**config.mk**
```make
export PLATFORM = sky130hd
export DESIGN_NAME = sorted_timer_queue_top
export DESIGN_NICKNAME = d
export VERILOG_FILES = /design/src/sv/stq_pkg.sv /design/src/sv/stq_front.sv /design/src/sv/stq_rsp_queue.sv /design/src/sv/stq_engine.sv /design/src/sv/sorted_timer_queue_top.sv
export SDC_FILE = /design/constraint.sdc
export NUM_CORES = 2
export LEC_CHECK = 0
export ABC_AREA = 1
export BUFFER_PORTS_ARGS = -buffer_cell sky130_fd_sc_hd__clkbuf_2
export CAP_MARGIN = 20
export CORE_MARGIN = 2
export CORE_UTILIZATION = 50
export DETAILED_ROUTE_END_ITERATION = 8
export HOLD_SLACK_MARGIN = 0.1
export PLACE_DENSITY = 0.65
export SYNTH_ARGS = -nofsm -noshare
export SYNTH_HDL_FRONTEND = slang
export SYNTH_SLANG_ARGS = --single-unit
```
**constraint.sdc**
```tcl
create_clock -name clock -period 11.5 [get_ports clock]
set_input_delay 0 -clock clock [delete_from_list [all_inputs] [get_ports clock]]
set_output_delay 0 -clock clock [all_outputs]
set_load 0.02 [all_outputs]
```
**src/sv/stq_pkg.sv**
```systemverilog
// ----------------------------------------------------------------------------
// stq_pkg
// shared types and constants of the sorted timer queue
// ----------------------------------------------------------------------------
package stq_pkg;

   localparam int SLOTS     = 16;
   localparam int TIME_BITS = 32;

   localparam int IDX_BITS  = $clog2(SLOTS);
   localparam int CNT_BITS  = $clog2(SLOTS + 1);

   // small decoupling queues on both sides of the engine
   localparam int QDEPTH    = 2;
   localparam int QPTR_BITS = $clog2(QDEPTH);
   localparam int QCNT_BITS = $clog2(QDEPTH + 1);

   typedef enum logic [1:0] {
      KIND_ARM    = 2'd0,
      KIND_DISARM = 2'd1,
      KIND_TICK   = 2'd2,
      KIND_CLEAR  = 2'd3
   } kind_type;

   typedef struct packed {
      kind_type    kind;
      logic [3:0]  handle;
      logic [31:0] time_req;
   } req_type;

   typedef struct packed {
      logic [3:0] fired_handle;
      logic       fired;
      logic       found;
      logic [4:0] armed_count;
      logic       last;
   } rsp_type;

   // classified command handed from the front queue to the engine
   typedef struct packed {
      kind_type             kind;
      logic [3:0]           handle;
      logic [TIME_BITS-1:0] target;
   } cmd_type;

endpackage

```
**src/sv/stq_front.sv**
```systemverilog
// ----------------------------------------------------------------------------
// stq_front
// request queue: accepts requests and holds them as classified commands
// ----------------------------------------------------------------------------
module stq_front (
   input  logic              clock,
   input  logic              reset,
   input  logic              push,
   output logic              full,
   input  stq_pkg::req_type  req_data,
   output logic              cmd_valid,
   output stq_pkg::cmd_type  cmd,
   input  logic              cmd_take
);

   stq_pkg::cmd_type                 slot_ff [stq_pkg::QDEPTH];
   logic [stq_pkg::QPTR_BITS-1:0]    wr_ptr_ff, wr_ptr_in;
   logic [stq_pkg::QPTR_BITS-1:0]    rd_ptr_ff, rd_ptr_in;
   logic [stq_pkg::QCNT_BITS-1:0]    cnt_ff, cnt_in;
   stq_pkg::cmd_type                 new_cmd;
   logic                             do_wr, do_rd;

   assign full      = (cnt_ff == stq_pkg::QCNT_BITS'(stq_pkg::QDEPTH));
   assign cmd_valid = (cnt_ff != '0);
   assign cmd       = slot_ff[rd_ptr_ff];
   assign do_wr     = push && !full;
   assign do_rd     = cmd_take && cmd_valid;

   always_comb begin
      new_cmd.kind   = req_data.kind;
      new_cmd.handle = req_data.handle;
      new_cmd.target = stq_pkg::TIME_BITS'(req_data.time_req);
   end

   always_comb begin
      wr_ptr_in = do_wr ? wr_ptr_ff + 1'b1 : wr_ptr_ff;
      rd_ptr_in = do_rd ? rd_ptr_ff + 1'b1 : rd_ptr_ff;
      cnt_in    = cnt_ff;
      if (do_wr && !do_rd) begin
         cnt_in = cnt_ff + 1'b1;
      end else if (do_rd && !do_wr) begin
         cnt_in = cnt_ff - 1'b1;
      end
   end

   always_ff @(posedge clock) begin
      if (reset) begin
         wr_ptr_ff <= '0;
         rd_ptr_ff <= '0;
         cnt_ff    <= '0;
      end else begin
         wr_ptr_ff <= wr_ptr_in;
         rd_ptr_ff <= rd_ptr_in;
         cnt_ff    <= cnt_in;
      end
   end

   always_ff @(posedge clock) begin
      if (do_wr) begin
         slot_ff[wr_ptr_ff] <= new_cmd;
      end
   end

endmodule

```
**src/sv/stq_rsp_queue.sv**
```systemverilog
// ----------------------------------------------------------------------------
// stq_rsp_queue
// result queue between the engine and the result ports
// ----------------------------------------------------------------------------
module stq_rsp_queue (
   input  logic              clock,
   input  logic              reset,
   input  logic              wr,
   input  stq_pkg::rsp_type  wr_data,
   output logic              wr_full,
   output logic              empty,
   input  logic              pop,
   output stq_pkg::rsp_type  rsp_data
);

   stq_pkg::rsp_type                 slot_ff [stq_pkg::QDEPTH];
   logic [stq_pkg::QPTR_BITS-1:0]    wr_ptr_ff, wr_ptr_in;
   logic [stq_pkg::QPTR_BITS-1:0]    rd_ptr_ff, rd_ptr_in;
   logic [stq_pkg::QCNT_BITS-1:0]    cnt_ff, cnt_in;
   logic                             do_wr, do_rd;

   assign wr_full  = (cnt_ff == stq_pkg::QCNT_BITS'(stq_pkg::QDEPTH));
   assign empty    = (cnt_ff == '0);
   assign rsp_data = slot_ff[rd_ptr_ff];
   assign do_wr    = wr && !wr_full;
   assign do_rd    = pop && !empty;

   always_comb begin
      wr_ptr_in = do_wr ? wr_ptr_ff + 1'b1 : wr_ptr_ff;
      rd_ptr_in = do_rd ? rd_ptr_ff + 1'b1 : rd_ptr_ff;
      cnt_in    = cnt_ff;
      if (do_wr && !do_rd) begin
         cnt_in = cnt_ff + 1'b1;
      end else if (do_rd && !do_wr) begin
         cnt_in = cnt_ff - 1'b1;
      end
   end

   always_ff @(posedge clock) begin
      if (reset) begin
         wr_ptr_ff <= '0;
         rd_ptr_ff <= '0;
         cnt_ff    <= '0;
      end else begin
         wr_ptr_ff <= wr_ptr_in;
         rd_ptr_ff <= rd_ptr_in;
         cnt_ff    <= cnt_in;
      end
   end

   always_ff @(posedge clock) begin
      if (do_wr) begin
         slot_ff[wr_ptr_ff] <= wr_data;
      end
   end

endmodule

```
**src/sv/stq_engine.sv**
```systemverilog
// ----------------------------------------------------------------------------
// stq_engine
// sorted entry array with per-entry compare cells and the command sequencer
// ----------------------------------------------------------------------------
module stq_engine (
   input  logic              clock,
   input  logic              reset,
   input  logic              cmd_valid,
   input  stq_pkg::cmd_type  cmd,
   output logic              cmd_take,
   output logic              out_wr,
   output stq_pkg::rsp_type  out_data,
   input  logic              out_full
);

   typedef enum logic [2:0] {
      ST_IDLE   = 3'b001,
      ST_INSERT = 3'b010,
      ST_POP    = 3'b100
   } state_type;

   state_type                          state_ff, state_in;
   logic [stq_pkg::CNT_BITS-1:0]       len_ff, len_in;
   logic [3:0]                         hnd_ff [stq_pkg::SLOTS];
   logic [3:0]                         hnd_in [stq_pkg::SLOTS];
   logic [stq_pkg::TIME_BITS-1:0]      tgt_ff [stq_pkg::SLOTS];
   logic [stq_pkg::TIME_BITS-1:0]      tgt_in [stq_pkg::SLOTS];
   logic [3:0]                         pend_hnd_ff, pend_hnd_in;
   logic [stq_pkg::TIME_BITS-1:0]      pend_tgt_ff, pend_tgt_in;

   logic [3:0]                         hnd_up [stq_pkg::SLOTS];
   logic [stq_pkg::TIME_BITS-1:0]      tgt_up [stq_pkg::SLOTS];
   logic [3:0]                         hnd_dn [stq_pkg::SLOTS];
   logic [stq_pkg::TIME_BITS-1:0]      tgt_dn [stq_pkg::SLOTS];
   logic [stq_pkg::SLOTS-1:0]          match, gone, less, ins_here;
   logic                               found, head_due, next_due;
   logic                               do_shift, pop_all, do_insert;
   logic [stq_pkg::TIME_BITS-1:0]      due_time;

   // neighbor views used for deletion and insertion shifts
   for (genvar g = 0; g < stq_pkg::SLOTS; g++) begin : g_nbr
      if (g == stq_pkg::SLOTS - 1) begin : g_top
         assign hnd_up[g] = hnd_ff[g];
         assign tgt_up[g] = tgt_ff[g];
      end else begin : g_mid
         assign hnd_up[g] = hnd_ff[g+1];
         assign tgt_up[g] = tgt_ff[g+1];
      end
      if (g == 0) begin : g_bot
         assign hnd_dn[g]   = pend_hnd_ff;
         assign tgt_dn[g]   = pend_tgt_ff;
         assign ins_here[g] = !less[g];
      end else begin : g_hi
         assign hnd_dn[g]   = hnd_ff[g-1];
         assign tgt_dn[g]   = tgt_ff[g-1];
         assign ins_here[g] = !less[g] && less[g-1];
      end
      assign match[g] = (stq_pkg::CNT_BITS'(g) < len_ff) && (hnd_ff[g] == cmd.handle);
      assign less[g]  = (stq_pkg::CNT_BITS'(g) < len_ff) && (tgt_ff[g] < pend_tgt_ff);
   end

   // everything from the matching entry upward (on a pop, the whole array) moves down by one
   always_comb begin
      gone[0] = match[0] || pop_all;
      for (int i = 1; i < stq_pkg::SLOTS; i++) begin
         gone[i] = gone[i-1] || match[i];
      end
   end

   assign found    = |match;
   assign due_time = (state_ff == ST_POP) ? pend_tgt_ff : cmd.target;
   assign head_due = (len_ff != '0) && (tgt_ff[0] <= due_time);
   assign next_due = (len_ff > stq_pkg::CNT_BITS'(1)) && (tgt_ff[1] <= pend_tgt_ff);

   always_comb begin
      state_in    = state_ff;
      len_in      = len_ff;
      pend_hnd_in = pend_hnd_ff;
      pend_tgt_in = pend_tgt_ff;
      cmd_take    = 1'b0;
      out_wr      = 1'b0;
      out_data    = '0;
      do_shift    = 1'b0;
      pop_all     = 1'b0;
      do_insert   = 1'b0;
      unique case (state_ff)
         ST_IDLE: begin
            if (cmd_valid && !out_full) begin
               cmd_take = 1'b1;
               unique case (cmd.kind)
                  stq_pkg::KIND_ARM: begin
                     do_shift    = found;
                     len_in      = len_ff - stq_pkg::CNT_BITS'(found);
                     pend_hnd_in = cmd.handle;
                     pend_tgt_in = cmd.target;
                     state_in    = ST_INSERT;
                  end
                  stq_pkg::KIND_DISARM: begin
                     do_shift             = found;
                     len_in               = len_ff - stq_pkg::CNT_BITS'(found);
                     out_wr               = 1'b1;
                     out_data.found       = found;
                     out_data.armed_count = 5'(len_in);
                     out_data.last        = 1'b1;
                  end
                  stq_pkg::KIND_TICK: begin
                     pend_tgt_in = cmd.target;
                     if (head_due) begin
                        state_in = ST_POP;
                     end else begin
                        out_wr               = 1'b1;
                        out_data.armed_count = 5'(len_ff);
                        out_data.last        = 1'b1;
                     end
                  end
                  stq_pkg::KIND_CLEAR: begin
                     len_in        = '0;
                     out_wr        = 1'b1;
                     out_data.last = 1'b1;
                  end
                  default: begin
                     cmd_take = 1'b1;
                  end
               endcase
            end
         end
         ST_INSERT: begin
            if (!out_full) begin
               // a full queue ignores the arm
               if (len_ff < stq_pkg::CNT_BITS'(stq_pkg::SLOTS)) begin
                  do_insert = 1'b1;
                  len_in    = len_ff + 1'b1;
               end
               out_wr               = 1'b1;
               out_data.armed_count = 5'(len_in);
               out_data.last        = 1'b1;
               state_in             = ST_IDLE;
            end
         end
         ST_POP: begin
            if (!out_full) begin
               do_shift              = 1'b1;
               pop_all               = 1'b1;
               len_in                = len_ff - 1'b1;
               out_wr                = 1'b1;
               out_data.fired_handle = hnd_ff[0];
               out_data.fired        = 1'b1;
               out_data.armed_count  = 5'(len_in);
               out_data.last         = !next_due;
               if (!next_due) begin
                  state_in = ST_IDLE;
               end
            end
         end
         default: begin
            state_in = ST_IDLE;
         end
      endcase
   end

   always_comb begin
      for (int i = 0; i < stq_pkg::SLOTS; i++) begin
         hnd_in[i] = hnd_ff[i];
         tgt_in[i] = tgt_ff[i];
         if (do_shift && gone[i]) begin
            hnd_in[i] = hnd_up[i];
            tgt_in[i] = tgt_up[i];
         end else if (do_insert && !less[i]) begin
            // new entry goes ahead of equal targets
            hnd_in[i] = ins_here[i] ? pend_hnd_ff : hnd_dn[i];
            tgt_in[i] = ins_here[i] ? pend_tgt_ff : tgt_dn[i];
         end
      end
   end

   always_ff @(posedge clock) begin
      if (reset) begin
         state_ff <= ST_IDLE;
         len_ff   <= '0;
      end else begin
         state_ff <= state_in;
         len_ff   <= len_in;
      end
   end

   always_ff @(posedge clock) begin
      pend_hnd_ff <= pend_hnd_in;
      pend_tgt_ff <= pend_tgt_in;
      for (int i = 0; i < stq_pkg::SLOTS; i++) begin
         hnd_ff[i] <= hnd_in[i];
         tgt_ff[i] <= tgt_in[i];
      end
   end

endmodule

```
**src/sv/sorted_timer_queue_top.sv**
```systemverilog
// ----------------------------------------------------------------------------
// sorted_timer_queue_top
// sorted timer queue: arm, disarm, tick and clear over a sorted entry array
// ----------------------------------------------------------------------------
// Requests enter a two-entry request queue and results leave through a
// two-entry result queue, so both sides may stall independently. The engine
// takes one request at a time: disarm, clear and a tick with nothing due
// finish in the idle state; an arm deletes the old entry, then inserts in
// order; a tick with due timers pops one expired timer per cycle while the
// result queue has room. Each entry has its own compare cells, so a cycle's
// work does not grow with the armed count. Reset needs no clearing pass.
module sorted_timer_queue_top (
   input  logic              clock,
   input  logic              reset,
   input  logic              push,
   output logic              full,
   input  stq_pkg::req_type  req_data,
   output logic              empty,
   input  logic              pop,
   output stq_pkg::rsp_type  rsp_data
);

   logic              cmd_valid, cmd_take, out_wr, out_full;
   stq_pkg::cmd_type  cmd;
   stq_pkg::rsp_type  out_data;

   stq_front u_front (
      .clock     (clock),
      .reset     (reset),
      .push      (push),
      .full      (full),
      .req_data  (req_data),
      .cmd_valid (cmd_valid),
      .cmd       (cmd),
      .cmd_take  (cmd_take)
   );

   stq_engine u_engine (
      .clock     (clock),
      .reset     (reset),
      .cmd_valid (cmd_valid),
      .cmd       (cmd),
      .cmd_take  (cmd_take),
      .out_wr    (out_wr),
      .out_data  (out_data),
      .out_full  (out_full)
   );

   stq_rsp_queue u_rsp_queue (
      .clock     (clock),
      .reset     (reset),
      .wr        (out_wr),
      .wr_data   (out_data),
      .wr_full   (out_full),
      .empty     (empty),
      .pop       (pop),
      .rsp_data  (rsp_data)
   );

endmodule

```
==> out/qor.csv <==
metric;value;unit
first-pass detailed-route iteration total;7;
Max VDD drop;172;µV
HP Class;input port to register;
EDFF count, synth;712;
htree depth;3;
P per Cell Area;227;nW/µm²
pin count of the biggest net entering global routing;102;
Post-Route Setup TNS;0;ps
Initial Utilization;0.506;
Clock Path Buffers;3;
crit path max-delay cell type;buf_4;
Max Slew Vio Count;0;
Core Box Area;102000;µm²
CTS tree;done;
total CTS buffers;88;
clock latency on the worst-skew pair;700;ps
DRC;0;
Avg Inst Size Synth;7.82;µm²
primary flip-flop cell chosen by synthesis mapping;edfxtp_1;
Reg2Reg Depth;19;
Max-Slew Margin vs Limit;0.218;
worst-path maximum fanout;101;
final setup vio count;0;
total track usage;0.344;
min Tclk post-route;5660;ps
static leakage;27.0;nW
I/O pin total;56;
biggest cell delay along the critical path;770;ps
clock sinks;730;
setup bufs post-CTS;0;
Final Util;0.557;
initial antenna violation count;2;
drt via density;5.87;
routability cong.;0.986;
Die ar.;106000;µm²
Cell Rows;117;
vias in the first global route;44300;
clk slew on worst S/H paths;60;ps
hold path depth;4;
Clock Skew;46.1;ps
FMAX;177;MHz
synthesized cell area;51700;µm²
fraction of layout cells with a size suffix above 1;0.0644;
Yosys reg bits;730;
Multi-input gate area;26300;µm²
Critical Path Source Type;register;
register area;21700;µm²
PortBufs;55;
first-pass GRT wire length;280000;µm
RSZ-0062 raised after global routing;false;
sequential area share after synthesis;0.421;
Die W;326;µm
clock root cell;clkbuf_16;
Detailed Route Iter0 Violations;6551;
grt ovf;0;
Die H;326;µm
critical path class;register to register;
hold slack final;238;ps
CP Data Arrival Time;5980;ps
Crit. End Element;register;
WL final;186000;µm
commonest non-fill, non-tap cell in the layout;nand2_1;
Synth async-reset ratio;0;
CP dominant cell by count;nand2_1;
final worst path period share;0.492;
Post-DP HPWL;131000;µm
Final Net Count;7207;
max-cap check violation count;0;
Routed Antenna Nets;0;
syn nets;7193;
most frequent cells in the layout;2552 x nand2_1, 849 x nand3_1, 712 x edfxtp_1;
Yosys warning total;0;
outcome;completed;
crit path cell chain;buf_4, inv_4, nand2_1, nand2_2, nand2_1, nand2_1, nand3b_1, nor2_1, nor2_1, nand2_1, nor2_1, nand2_2, nand2_1, nand2_8, buf_4, nand2_4, buf_4, o211ai_1, buf_4;
CP Data Required Time;11820;ps
cells after synthesis;6610;
count of cell types in the netlist;52;
Slew @ Worst Pin;1170;ps
routed vias;47300;
area growth from synthesis to layout;10.1;%
layout filler cell count;9650;
final hold violation count;0;
drt wl/cell;23.0;µm
-- layout make-up --
class                           count  area share
Multi-Input combinational cell   4934       0.462
Clock inverter                     47     0.00962
Timing Repair Buffer              261      0.0360
Tap cell                         1368      0.0301
Sequential cell                   730       0.382
Clock buffer                      111      0.0402
Inverter                          609      0.0402
Antenna cell                        6    0.000264
-- per-layer routing --
| metal | wire length (µm) | part of all wire | up-vias | track usage |
|---|---|---|---|---|
| met2 | 77500 | 0.42 | 2637 | 0.504 |
| met5 | 14 | 0.000075 | - | 0 |
| met1 | 79500 | 0.43 | 22200 | 0.495 |
| met4 | 8440 | 0.045 | 2 | 0.149 |
| met3 | 20500 | 0.11 | 386 | 0.0661 |
| li1 | - | - | 22100 | - |
-- kinds of logic (layout without fill, tap and decap cells) --
group	Yosys count	count (layout)	share of synthesized area
adders and majority gates	541	541	0.131
DFF	730	730	0.421
xor gates and xnor gates	25	25	0.00424
AOI/OAI and AO/OA	638	638	0.0660
muxes	12	12	0.00261
and+or+nand+nor	3718	3718	0.300
other	0	6	0
buffers and inverters	946	1028	0.0761
-- power breakdown --
part	internal [mW]	switching [mW]	leakage [nW]
logic	1.74	4.39	19.1
clock network	1.62	1.22	1.38
registers	3.63	0.301	6.60
total	6.98	5.91	27.0
-- final timing paths --
check | startpoint | to | slack, ps
worst max register to register | register | u_engine.tgt_ff[4][44] | 5840
worst max-delay path | register | u_engine.tgt_ff[4][44] | 5840
worst min register to register | u_rsp_queue.rd_ptr_ff | u_rsp_queue.rd_ptr_ff | 470
worst min-delay path | pop | u_rsp_queue.rd_ptr_ff | 240
-- timing repair --
| action | 4_1_cts | 5_1_grt |
|---|---|---|
| endpoints found under the hold margin | 99 | 0 |
| resized for setup | 0 | 0 |
| hold buffers | 79 | 0 |
-- sequential cells by signal (all words and copies together) (netlist names), named ones only --
register               flops
u_front.wr_ptr_ff          1
u_engine.pend_tgt_ff      32
u_engine.tgt_ff          512
u_engine.pend_hnd_ff       4
u_rsp_queue.cnt_ff         2
u_rsp_queue.wr_ptr_ff      1
u_engine.hnd_ff           64
u_engine.state_ff          3
u_front.rd_ptr_ff          1
u_rsp_queue.slot_ff       24
u_rsp_queue.rd_ptr_ff      1
u_engine.len_ff            5
u_front.cnt_ff             2
u_front.slot_ff           76
-- synth_stat cells (4+ instances only) --
master    number  area [µm²]
nand2_1     2563        9620
buf_4         24         180
o21bai_1       7        52.6
mux2_2        12         135
o21a_1        17         128
buf_2         82         410
or2_2         32         200
a21oi_1      294        1470
inv_1        586        2200
edfxtp_1     712       21400
o31a_1         7        61.3
o211ai_1      11        82.6
nand4_1       42         263
nor3_1        38         190
nor4b_1        5        43.8
nor2_2         5        31.3
o31ai_1        6        45.0
a21o_1         4        30.0
nand3b_1      11        82.6
clkinv_1       9        33.8
clkbuf_1     198         743
a211oi_1      11        82.6
xnor2_1        7        61.3
o21ai_1       15        75.1
xor2_1        18         158
inv_2         13        48.8
buf_1          8        30.0
buf_6         25         282
nor2_1       125         469
o21ai_0      245        1230
o22ai_1        8        50.1
nand2_2       22         138
nor4_1        13        81.3
nand3_1      850        4250
dfxtp_1       18         360
ha_1         541        6770
-- worst max-delay path, delay by kind of cell (launching register included) --
| family | cells | cell delay (ps) |
|---|---|---|
| AO/OA/AOI/OAI | 1 | 140 |
| flip-flops | 1 | 300 |
| buffers and inverters | 5 | 2290 |
| AND/OR/NAND/NOR | 13 | 2430 |
-- stage by stage --
step	instance area, µm²	power [mW]	setup WS (ps)	instances
6_report	56900	12.9	5840	8066
5_1_grt	56900	13.6	5410	8060
4_1_cts	56900	12.7	5880	8058
3_5_place_dp	53200	9.86	5900	7821
3_3_place_gp	53200	9.73	5930	7820
2_1_floorplan	51700	7.82	5590	6610
No activity file was read; power rests on OpenSTA's default activity.
